===== src/rtl/tccw_pkg.sv =====
// Shared types and constants for the text console cell writer.
// Holds screen geometry, operation codes and the controller/datapath command
// and status structures. No dependencies.
package tccw_pkg;

   // Screen geometry and derived widths.
   localparam int Cols   = 80;
   localparam int Rows   = 25;
   localparam int Cells  = Cols * Rows;
   localparam int ColW   = $clog2(Cols);
   localparam int RowW   = $clog2(Rows);
   localparam int AddrW  = $clog2(Cells);
   localparam int SweepW = $clog2(Cells + 1);

   // Fixed field widths of the request and response items.
   localparam int OpW     = 2;
   localparam int CharW   = 8;
   localparam int CoordW  = 16;
   localparam int IdxW    = 11;
   localparam int ColorW  = 4;
   localparam int CellW   = 16;
   localparam int RegXW   = 7;
   localparam int RegYW   = 5;
   localparam int RegWW   = 7;
   localparam int RegHW   = 5;
   localparam int CsrIdxW = 2;
   localparam int CsrDatW = 4;

   // Character and cell constants.
   localparam logic [CharW-1:0] NewlineChar = 8'h0a;
   localparam logic [CharW-1:0] SpaceChar   = 8'h20;
   localparam logic [CellW-1:0] InitCell    = 16'h0f00;
   localparam logic [ColorW-1:0] FgReset    = 4'hf;
   localparam logic [ColorW-1:0] BgReset    = 4'h0;

   // Request operation codes.
   typedef enum logic [OpW-1:0] {
      OP_WRITE = 2'd0,
      OP_SET   = 2'd1,
      OP_CLEAR = 2'd2,
      OP_READ  = 2'd3
   } op_type;

   // Configuration register indexes.
   typedef enum logic [CsrIdxW-1:0] {
      CSR_FG     = 2'd0,
      CSR_BG     = 2'd1,
      CSR_BYPASS = 2'd2
   } csr_type;

   // Word written by a store sweep.
   typedef enum logic [1:0] {
      FILL_INIT,
      FILL_COLOR,
      FILL_SPACE
   } fill_type;

   // Kind of response loaded into the output register.
   typedef enum logic [1:0] {
      RPT_CHAR,
      RPT_FULL,
      RPT_READ
   } rpt_type;

   // Commands from the controller to the datapath.
   typedef struct packed {
      logic     capture;
      logic     sweep_start;
      fill_type fill;
      logic     sweep_run;
      logic     cur_set;
      logic     cur_home;
      logic     cur_newline;
      logic     cur_advance;
      logic     cur_bottom;
      logic     char_write;
      logic     read_issue;
      logic     out_load;
      rpt_type  out_sel;
      logic     out_last;
   } cmd_type;

   // Status from the datapath to the controller.
   typedef struct packed {
      op_type op;
      logic   is_newline;
      logic   bypass;
      logic   last_row;
      logic   wrap;
      logic   sweep_done;
      logic   slot_free;
   } sts_type;

endpackage


===== src/rtl/tccw_ctrl.sv =====
// Controller state machine of the text console cell writer.
// Sequences requests into datapath commands; depends on tccw_pkg.
module tccw_ctrl import tccw_pkg::*; (
   input  logic    clock,
   input  logic    reset,
   input  logic    req_valid,
   output logic    req_ready,
   input  sts_type sts,
   output cmd_type cmd
);

   typedef enum logic [2:0] {
      S_INIT,
      S_IDLE,
      S_DECODE,
      S_CHAR,
      S_SCROLL,
      S_CLEAR,
      S_FULL,
      S_READ
   } state_type;

   state_type state_ff, state_in;

   // Next state and commands.
   always_comb begin
      state_in  = state_ff;
      cmd       = '0;
      cmd.fill  = FILL_INIT;
      cmd.out_sel = RPT_CHAR;
      req_ready = 1'b0;
      unique case (state_ff)
         S_INIT: begin
            cmd.sweep_run = 1'b1;
            if (sts.sweep_done) state_in = S_IDLE;
         end
         S_IDLE: begin
            req_ready = 1'b1;
            if (req_valid) begin
               cmd.capture = 1'b1;
               state_in    = S_DECODE;
            end
         end
         S_DECODE: begin
            unique case (sts.op)
               OP_WRITE: begin
                  if (sts.bypass) begin
                     state_in = S_IDLE;
                  end else if (sts.is_newline) begin
                     cmd.cur_newline = 1'b1;
                     if (sts.last_row) begin
                        cmd.sweep_start = 1'b1;
                        cmd.fill        = FILL_SPACE;
                        state_in        = S_SCROLL;
                     end else begin
                        state_in = S_IDLE;
                     end
                  end else begin
                     state_in = S_CHAR;
                  end
               end
               OP_SET: begin
                  cmd.cur_set = 1'b1;
                  state_in    = S_IDLE;
               end
               OP_CLEAR: begin
                  if (sts.bypass) begin
                     state_in = S_IDLE;
                  end else begin
                     cmd.sweep_start = 1'b1;
                     cmd.fill        = FILL_COLOR;
                     cmd.cur_home    = 1'b1;
                     state_in        = S_CLEAR;
                  end
               end
               OP_READ: begin
                  cmd.read_issue = 1'b1;
                  state_in       = S_READ;
               end
               default: state_in = S_IDLE;
            endcase
         end
         S_CHAR: begin
            if (sts.slot_free) begin
               cmd.char_write  = 1'b1;
               cmd.cur_advance = 1'b1;
               cmd.out_load    = 1'b1;
               cmd.out_sel     = RPT_CHAR;
               cmd.out_last    = !sts.wrap;
               if (sts.wrap) begin
                  cmd.sweep_start = 1'b1;
                  cmd.fill        = FILL_SPACE;
                  state_in        = S_SCROLL;
               end else begin
                  state_in = S_IDLE;
               end
            end
         end
         S_SCROLL: begin
            cmd.sweep_run = 1'b1;
            if (sts.sweep_done) begin
               cmd.cur_bottom = 1'b1;
               state_in       = S_FULL;
            end
         end
         S_CLEAR: begin
            cmd.sweep_run = 1'b1;
            if (sts.sweep_done) state_in = S_FULL;
         end
         S_FULL: begin
            if (sts.slot_free) begin
               cmd.out_load = 1'b1;
               cmd.out_sel  = RPT_FULL;
               cmd.out_last = 1'b1;
               state_in     = S_IDLE;
            end
         end
         S_READ: begin
            if (sts.slot_free) begin
               cmd.out_load = 1'b1;
               cmd.out_sel  = RPT_READ;
               cmd.out_last = 1'b1;
               state_in     = S_IDLE;
            end
         end
         default: state_in = S_IDLE;
      endcase
   end

   // State register.
   always_ff @(posedge clock) begin
      if (reset) begin
         state_ff <= S_INIT;
      end else begin
         state_ff <= state_in;
      end
   end

   // A response is only loaded when the output register can take it.
   a_load_when_free: assert property (@(posedge clock) disable iff (reset)
      cmd.out_load |-> sts.slot_free)
      else $error("response loaded into an occupied output register");

   // A sweep is only started from the decode or character stage.
   a_sweep_start_src: assert property (@(posedge clock) disable iff (reset)
      cmd.sweep_start |-> (state_ff == S_DECODE || state_ff == S_CHAR))
      else $error("sweep started from an unexpected state");

endmodule


===== config.mk =====
export PLATFORM = sky130hd
export DESIGN_NAME = tccw_ctrl
export DESIGN_NICKNAME = d
export VERILOG_FILES = /design/src/rtl/tccw_pkg.sv /design/src/rtl/tccw_ctrl.sv
export SDC_FILE = /design/constraint.sdc
export NUM_CORES = 1
export LEC_CHECK = 0
export ABC_AREA = 0
export BUFFER_PORTS_ARGS = -buffer_cell sky130_fd_sc_hd__buf_4
export CAP_MARGIN = 15
export CORE_AREA = 2 2 39 41
export DETAILED_ROUTE_END_ITERATION = 8
export DIE_AREA = 0 0 41 43
export GPL_TIMING_DRIVEN = 0
export PLACE_DENSITY = 0.71
export SYNTH_ARGS = -nofsm -noshare
export SYNTH_HDL_FRONTEND = slang
export SYNTH_SLANG_ARGS = --single-unit

===== constraint.sdc =====
create_clock -name clock -period 1.21 [get_ports clock]
set_input_delay 0.0605 -clock clock [delete_from_list [all_inputs] [get_ports clock]]
set_output_delay 0.0605 -clock clock [all_outputs]
set_load 0.01 [all_outputs]

==> results of run 1 <==
cell type report:
class,count,area (um^2)
tap,16,20.0
sequential,3,68.8
fill,95,335
buffer,4,45.0
clock buffer,4,26.3
inverter,3,18.8
multi-input combinational,53,464
timing repair buffer,46,405
Yosys cell counts (2+ instances only):
cell,count,share of area
nand2b_1,5,0.069
a21oi_1,4,0.044
o21ai_1,2,0.022
nor2_1,7,0.058
nand2_1,6,0.050
inv_1,2,0.017
and3_1,5,0.069
buf_4,3,0.050
a211oi_2,2,0.055
nand3_1,2,0.022
nor3_1,3,0.033
dfxtp_1,3,0.13
worst paths after layout:
kind / start / end / slack (ns) / depth (start not counted)
min reg2reg: state_ff[0]$_SDFFE_PP0P_ / state_ff[0]$_SDFFE_PP0P_ / 0.67 / 3
max: state_ff[0]$_SDFFE_PP0P_ / cmd[14] / -0.20 / 6
min: reset / state_ff[2]$_SDFFE_PP0P_ / 0.02 / 2
max reg2reg: state_ff[0]$_SDFFE_PP0P_ / state_ff[0]$_SDFFE_PP0P_ / -0.19 / 5
metrics by stage:
step	hold WS, ns	power [uW]	setup TNS [ns]
final	0.0249	533	-1.81
after floorplan	0.136	182	0
after global routing	0.00968	564	-2.55
after global placement	0.265	247	-0.0717
after detailed placement	0.271	250	-0.196
after CTS	0.0110	484	-1.23
power breakdown:
group          internal [uW]  leakage (uW)  switching, uW
clock network            125     0.0000150           68.0
registers                100     0.0000263           4.16
logic                    118      0.000432            118
metal layers:
| layer | track usage | vias up | share of wire |
|---|---|---|---|
| met2 | 0.375 | 48 | 0.52 |
| met5 | 0 | - | 0 |
| met3 | 0.0838 | 6 | 0.085 |
| met4 | 0.0200 | 0 | 0.020 |
| met1 | 0.240 | 332 | 0.37 |
| li1 | - | 327 | - |
worst max-delay path, cell delays in order, from the launching register on:
cell	delay, ns
dfxtp_2	0.32
buf_6	0.14
inv_6	0.07
nand4_1	0.16
a21oi_2	0.18
or2_1	0.13
buf_6	0.10
placed cells by master (no fill, tap or decap), types with 3 or more instances in the layout:
master    netlist  final
buf_4           3     31
buf_6           1     18
nor2_4          1      5
nand2b_4        1      3
nor2_1          7      3
and3_4          0      3
nand2b_1        5      3
nand2_1         6      3
clkbuf_4        0      3
cells by family after synthesis:
family	share of synthesized area
flip-flops	0.133
AO/OA/AOI/OAI	0.271
buffers and inverters	0.0994
AND/OR/NAND/NOR	0.497
repair_timing:
item | in CTS | in global routing
resized for setup | 26 | 28
buffers inserted | 16 | 3
setup endpoints to repair | 18 | 20
pin swaps | 9 | 10
==> out/metrics.yaml, run 1 <==
global_route:
  gr-total-overflow: 0
  antenna_found_initial: 0
  grt_pass1_vias: 609
  grt_pass1_wl_um: 2590
  grt_max_degree: 9
  grt_usage: 0.215
timing:
  slew_headroom: 0.771
  finalCritPeriodShare: 1.17
  final.setup.worst_slack_ns: -0.203
  max_freq_mhz: 707
  finalHoldViolCount: 0
  worstMarginPinSlew_ns: 0.338
  worst_clock_skew_ns: 0.00798
  finalSetupViolations: 18
  rsz0062_at_grt: "true"
  final_max_slew_viol_count: 0
  min_period_ns: 1.41
cells_and_area:
  largest_register: "state_ff"
  fin_cells: 129
  fin_area_mm2: 0.00105
  largest_reg_flops: 3
  post-route-util: 0.758
  final_nets: 125
  drive_gt1_frac: 0.735
  diodes: 0
  reg_top3: "state_ff (3)"
  syn_to_final_growth_pct: 131
synthesis:
  synth_edf_count: 0
  synth.distinct_cells: 31
  synth-async-reset-ratio: 0
  synth-warning-count: 0
  syn-cell-area_um2: 453
  synth_ff_type: "dfxtp_1"
  synth_nets: 74
  syn_area_per_cell_um2: 7.19
  ys_ff_latch: 3
  synthCells: 63
  ys_seq_area_frac: 0.133
setup_path:
  crit_fanout: 6
  arrival_ns: 1.35
  critPathCaptureType: "output pin"
  path_class: "reg2out"
  required_ns: 1.15
  worstSetupStartpointType: "flop"
cts:
  clock-root-buffer: "clkbuf_4"
  numCtsBuffers: 3
  cts_hold_buf: 0
  htree_levels: 1
  clk_latency_ns: 0.25
  clk_path_buf_depth: 2
  cts_tree: "done"
  clk_pin_slew_worst_paths_ns: 0.05
  cts_sinks: 3
power_and_ir_drop:
  power_density_mw_per_mm2: 509
  p_leak_uw: 0.000473
  max-vdd-ir-drop_mv: 0.752
floorplan:
  initial_core_util: 0.327
  die_h_um: 43
  num_rows: 14
  io_pins: 28
  core-area_mm2: 0.00138
  die_w_um: 41
  dieArea_mm2: 0.00176
routing:
  ant_nets: 0
  drt_iter0_markers: 30
  wl_per_cell_um: 17.3
  dr_total_vias: 713
  drc: 0
  first_pass_iters: 4
  via_per_inst: 5.53
  wl_um: 2230
placed_design:
  portBuffers: 27
  dpl_cell_area_um2: 676
  dp_cells: 106
  gp_congestion: 0.709
  pre_cts_ws_ns: -0.0785
  dpl.hpwl_um: 1030
job:
  drv_cap: 0
worst_hold_path:
  holdCritPathClass: "in2reg"
status:
  violations: "setup timing"
  outcome: "complete, but fails checks"
(Power assumes the default switching activity.)
==> run 2, diff against run 1 <==
--- a/config.mk
+++ b/config.mk
@@ -8,11 +8,14 @@
 export ABC_AREA = 0
 export BUFFER_PORTS_ARGS = -buffer_cell sky130_fd_sc_hd__buf_4
 export CAP_MARGIN = 15
-export CORE_AREA = 2 2 39 41
+export CELL_PAD_IN_SITES_DETAIL_PLACEMENT = 0
+export CELL_PAD_IN_SITES_GLOBAL_PLACEMENT = 2
+export CORE_ASPECT_RATIO = 0.75
+export CORE_MARGIN = 1
+export CORE_UTILIZATION = 18
 export DETAILED_ROUTE_END_ITERATION = 8
-export DIE_AREA = 0 0 41 43
 export GPL_TIMING_DRIVEN = 0
-export PLACE_DENSITY = 0.71
+export PLACE_DENSITY = 0.77
 export SYNTH_ARGS = -nofsm -noshare
 export SYNTH_HDL_FRONTEND = slang
 export SYNTH_SLANG_ARGS = --single-unit
==> constraint.sdc (replaced) <==
create_clock -name clock -period 1.2 [get_ports clock]
set_input_delay 0.06 -clock clock [delete_from_list [all_inputs] [get_ports clock]]
set_output_delay 0.06 -clock clock [all_outputs]
set_load 0.01 [all_outputs]
==> out/metrics.yaml, run 2 (same netlist as run 1, synthesis figures left out) <==
cts:
  clk_latency_ns: 0.23  # -0.02 ns
  clk_pin_slew_worst_paths_ns: 0.04  # about the same
  cts_hold_buf: 0  # unchanged
  numCtsBuffers: 3  # unchanged
  cts_tree: "done"
  clk_path_buf_depth: 2  # unchanged
  htree_levels: 1  # unchanged
  cts_sinks: 3  # unchanged
  clock-root-buffer: "clkbuf_4"
cells_and_area:
  syn_to_final_growth_pct: 131
  layout_commonest_cell: "buf_4"
  largest_reg_flops: 3  # unchanged
  reg_top3: "state_ff (3)"
  fin_cells: 147  # +14%
  largest_register: "state_ff"
  drive_gt1_frac: 0.699  # -0.0354
  diodes: 0  # unchanged
  final_cell_mix: "buf_4, buf_6, nor2_1"
  final_nets: 125  # unchanged
power_and_ir_drop:
  power_density_mw_per_mm2: 475  # -6.6%
  max-vdd-ir-drop_mv: 0.224  # -70%
  p_leak_uw: 0.000442  # -6.4%
floorplan:
  initial_core_util: 0.193  # -0.134
  die_h_um: 45.4  # +5.7%
  num_rows: 15  # +1
  core-area_mm2: 0.00235  # +70%
  die_w_um: 59.9  # +46%
  dieArea_mm2: 0.00272  # +54%
  io_pins: 28  # unchanged
timing:
  rsz0062_at_grt: "true"
  finalHoldViolCount: 0  # unchanged
  max_freq_mhz: 748
  timing.hold.ws_ns: 0.00934  # -0.0155 ns
  finalCritPeriodShare: 1.11
  final.setup.worst_slack_ns: -0.136  # +0.0673 ns
  final_max_slew_viol_count: 0  # unchanged
  slew_headroom: 0.663  # -0.108
  worst_clock_skew_ns: 0.00702  # -0.000954 ns
  min_period_ns: 1.34
  worstMarginPinSlew_ns: 0.498  # +0.160 ns
  finalSetupViolations: 18  # unchanged
  setup_tns_ns: -1.16  # +0.653 ns
placed_design:
  gp_congestion: 0.682  # -3.8%
  pre_cts_ws_ns: -0.0764  # +0.00211 ns
  portBuffers: 27  # unchanged
  dpl.hpwl_um: 1090  # +5.4%
  dp_cells: 124  # +17%
job:
  drv_cap: 0  # unchanged
global_route:
  grt_pass1_wl_um: 2460  # -5.1%
  grt_pass1_vias: 524  # -14%
  gr-total-overflow: 0  # unchanged
  grt_max_degree: 9  # unchanged
  antenna_found_initial: 0  # unchanged
  grt_usage: 0.121  # -0.0940
setup_path:
  critPathCaptureType: "output pin"
  max_stage_delay_ns: 0.33  # about the same
  worstSetupStartpointType: "flop"
  reg2reg_slack_ns: -0.10  # +0.09 ns
  crit_fanout: 5  # -1
  required_ns: 1.14  # about the same
  slowest_stage: "dfxtp_2"
  crit_chain: "buf_6, clkinv_4, buf_4, nor3_4, and2_1, buf_4"
  arrival_ns: 1.28  # -0.07 ns
  path_class: "reg2out"
  crit_top_cell: "buf_4"
routing:
  drt_iter0_markers: 22  # -27%
  dr_total_vias: 613  # -14%
  ant_nets: 0  # unchanged
  via_per_inst: 4.17  # -25%
  drc: 0  # unchanged
  first_pass_iters: 5  # +1
  wl_per_cell_um: 11.1  # -36%
  wl_um: 1630  # -27%
status:
  outcome: "complete, but fails checks"
  violations: "setup timing"
worst_hold_path:
  holdCritPathClass: "in2reg"
==> run 2: routing by layer <==
| layer | vias up | global-route usage | share of wire |
|---|---|---|---|
| met3 | 0 | 0.0341 | 0.048 |
| li1 | 322 | - | - |
| met5 | - | 0 | 0 |
| met2 | 17 | 0.198 | 0.50 |
| met4 | 0 | 0.0140 | 0 |
| met1 | 274 | 0.163 | 0.46 |
==> run 2: final timing paths <==
path | startpoint | end | cells after the start
worst max-delay path | state_ff[0]$_SDFFE_PP0P_ | cmd[15] | 6
worst min-delay path | reset | state_ff[0]$_SDFFE_PP0P_ | 2
worst max register to register | state_ff[0]$_SDFFE_PP0P_ | state_ff[0]$_SDFFE_PP0P_ | 5
worst min register to register | state_ff[1]$_SDFFE_PP0P_ | state_ff[2]$_SDFFE_PP0P_ | 3
==> run 2: per-stage QoR <==
stage | area (um^2) | util | total power, uW
floorplan | 453 | - | 183
global placement | 698 | 0.298 | 254
detailed placement | 698 | 0.298 | 254
CTS | 908 | 0.387 | 475
global route | 1040 | 0.445 | 529
finish | 1040 | 0.445 | 496
==> run 2: worst max-delay path: cells and delay by family, from the launching register on <==
kind                   cells  cell delay [ns]
AND/OR/NAND/NOR            2             0.27
buffers and inverters      4             0.44
flip-flops                 1             0.33
==> run 2: power by group <==
part	leakage [uW]	internal (uW)	switching, uW
sequential	0.0000263	101	3.58
clock	0.0000150	125	52.4
combinational	0.000401	109	105
total	0.000442	335	161
==> run 2: what timing repair did <==
item,in CTS,in global routing
gates resized for setup,21,19
endpoints found under the setup margin,19,20
setup buffers,15,4
pin swaps,8,7
==> run 2: cell type report <==
cell class                      instances  area, um^2
Tap cell                               34        42.5
Multi-Input combinational cell         53         447
Sequential cell                         3        68.8
Fill cell                             229        1300
Inverter                                3        16.3
Timing Repair Buffer                   46         399
Buffer                                  4        45.0
Clock buffer                            4        26.3
==> run 3, diff against run 2 <==
==> constraint.sdc (replaced) <==
create_clock -name clock -period 1.2 [get_ports clock]
set_input_delay 0.06 -clock clock [delete_from_list [all_inputs] [get_ports clock]]
set_output_delay 0.06 -clock clock [all_outputs]
set_load 0.1 [all_outputs]
==> out/metrics.yaml, run 3 (same netlist as run 1, synthesis figures left out) <==
status:
  outcome: "complete, but fails checks"
  violations: "setup timing"
cells_and_area:
  fin_area_mm2: 0.00144  # +38%
  diodes: 0  # unchanged
  reg_top3: "state_ff (3)"
  fill_cells: 196  # -14%
  seqCellArea_um2: 68.8  # unchanged
  final_nets: 132  # +5.6%
  multi_input_area_um2: 554  # +24%
  syn_to_final_growth_pct: 218
  post-route-util: 0.613  # +0.168
  final_cell_mix: "buf_4, buf_12, buf_6"
  largest_reg_flops: 3  # unchanged
  largest_register: "state_ff"
  drive_gt1_frac: 0.833  # +0.134
  layout_commonest_cell: "buf_4"
global_route:
  grt_pass1_wl_um: 3150  # +28%
  grt_usage: 0.156  # +0.0352
  grt_max_degree: 9  # unchanged
  antenna_found_initial: 0  # unchanged
  gr-total-overflow: 0  # unchanged
  grt_pass1_vias: 698  # +33%
power_and_ir_drop:
  max-vdd-ir-drop_mv: 0.300  # +34%
  switching_share: 0.399  # +0.0745
  power_density_mw_per_mm2: 473  # -0.46%
  sequentialPowerShare: 0.156  # -0.055
  p_int_uw: 409  # +22%
  power_frac_clock: 0.265  # -0.092
  power_frac_comb: 0.579  # +0.147
  p_switching_uw: 271  # +69%
  p_leak_uw: 0.000570  # +29%
floorplan:
  die_w_um: 59.9  # unchanged
  dieArea_mm2: 0.00272  # unchanged
  io_pins: 28  # unchanged
  initial_core_util: 0.193  # unchanged
  num_rows: 15  # unchanged
  die_h_um: 45.4  # unchanged
  core-area_mm2: 0.00235  # unchanged
cts:
  htree_levels: 1  # unchanged
  clock-root-buffer: "clkbuf_4"
  cts_tree: "done"
  clk_pin_slew_worst_paths_ns: 0.04  # about the same
  numCtsBuffers: 3  # unchanged
  clk_latency_ns: 0.24  # about the same
  clk_path_buf_depth: 2  # unchanged
  cts_sinks: 3  # unchanged
routing:
  wl_per_cell_um: 12.8  # +15%
  drt_iter0_markers: 5  # -77%
  wl_um: 1970  # +21%
  via_per_inst: 4.49  # +7.6%
  dr_total_vias: 691  # +13%
  drc: 0  # unchanged
  ant_nets: 0  # unchanged
  first_pass_iters: 4  # -1
timing:
  finalSetupViolations: 20  # +2
  final.setup.worst_slack_ns: -0.264  # -0.128 ns
  min_period_ns: 1.46  # +0.128 ns
  finalHoldViolCount: 0  # unchanged
  worstMarginPinSlew_ns: 0.354  # -0.145 ns
  finalCritPeriodShare: 1.22  # +0.107
  rsz0062_at_grt: "true"
  worst_clock_skew_ns: 0.00643  # -0.000593 ns
  timing.hold.ws_ns: 0.179  # +0.170 ns
  final_max_slew_viol_count: 0  # unchanged
  slew_headroom: 0.761  # +0.0976
  max_freq_mhz: 683  # -8.7%
setup_path:
  required_ns: 1.14  # about the same
  arrival_ns: 1.40  # +0.12 ns
  crit_fanout: 6  # +1
  worstSetupStartpointType: "flop"
  path_class: "reg2out"
  critPathCaptureType: "output pin"
placed_design:
  gp_congestion: 0.752  # +10%
  dpl_cell_area_um2: 822  # +18%
  portBuffers: 27  # unchanged
  dpl.hpwl_um: 1130  # +3.4%
worst_hold_path:
  holdCritPathClass: "in2reg"
job:
  drv_cap: 0  # unchanged
[run 3: changes by cell type in the layout (fill, tap and decap cells not counted), moves of 3 or more]
| cell | previous run | this run |
|---|---|---|
| buf_12 | 1 | 19 |
| buf_6 | 13 | 8 |
| buf_4 | 35 | 26 |
| nand2_1 | 5 | 2 |
| a21oi_4 | 0 | 3 |
| nor2_4 | 1 | 6 |
| nor2_1 | 7 | 2 |
[run 3: routing by layer]
layer	global-route usage	up-vias	wire, um
met2	0.304	17	1130
met5	0	-	0
met4	0.0140	0	0
met3	0.0256	0	35
li1	-	339	-
met1	0.185	335	794
[run 3: power groups by stage]
stage / clock network [uW] / logic, uW / registers, uW
2_1_floorplan: 0 / 175 / 108
3_3_place_gp: 0 / 248 / 109
3_5_place_dp: 0 / 249 / 108
4_1_cts: 189 / 352 / 106
5_1_grt: 197 / 413 / 106
6_report: 180 / 394 / 106
[run 3: worst max-delay path: stages, from the launching register on]
cell and delay, ns:
dfxtp_4 0.34, nand2b_4 0.15, nor2_4 0.16, and3_4 0.23, or2_4 0.12, buf_12 0.16
[run 3: final cells by class]
class / instances / area share
timing repair buffer: 53 / 0.458
multi-input combinational: 53 / 0.385
sequential: 3 / 0.0478
buffer: 4 / 0.0426
tap: 34 / 0.0296
clock buffer: 4 / 0.0183
inverter: 3 / 0.0183
[run 3: worst paths after layout]
path / endpoint / depth (start not counted) / from / slack (ns)
hold / removal: state_ff[0]$_SDFFE_PP0P_ / 4 / sts[2] / 0.18
hold reg to reg: state_ff[0]$_SDFFE_PP0P_ / 4 / state_ff[0]$_SDFFE_PP0P_ / 0.73
setup reg to reg: state_ff[0]$_SDFFE_PP0P_ / 6 / state_ff[0]$_SDFFE_PP0P_ / -0.17
setup / recovery: cmd[14] / 5 / state_ff[2]$_SDFFE_PP0P_ / -0.26
[run 3: repair_timing]
item	CTS	global route
gates resized for setup	78	14
pin swaps	10	12
endpoints found under the hold margin	1	0
hold buffers	1	0
setup buffers	20	7
endpoints found under the setup margin	19	20
[run 3: metrics by stage]
step           cells  setup slack (ns)  total power [uW]  TNS [ns]
2_1_floorplan     63            -0.678               283     -2.54
3_3_place_gp     124            -0.157               357    -0.440
3_5_place_dp     124            -0.158               357    -0.470
4_1_cts          149            -0.269               646     -2.75
5_1_grt          154            -0.310               716     -4.12
6_report         154            -0.264               680     -3.14
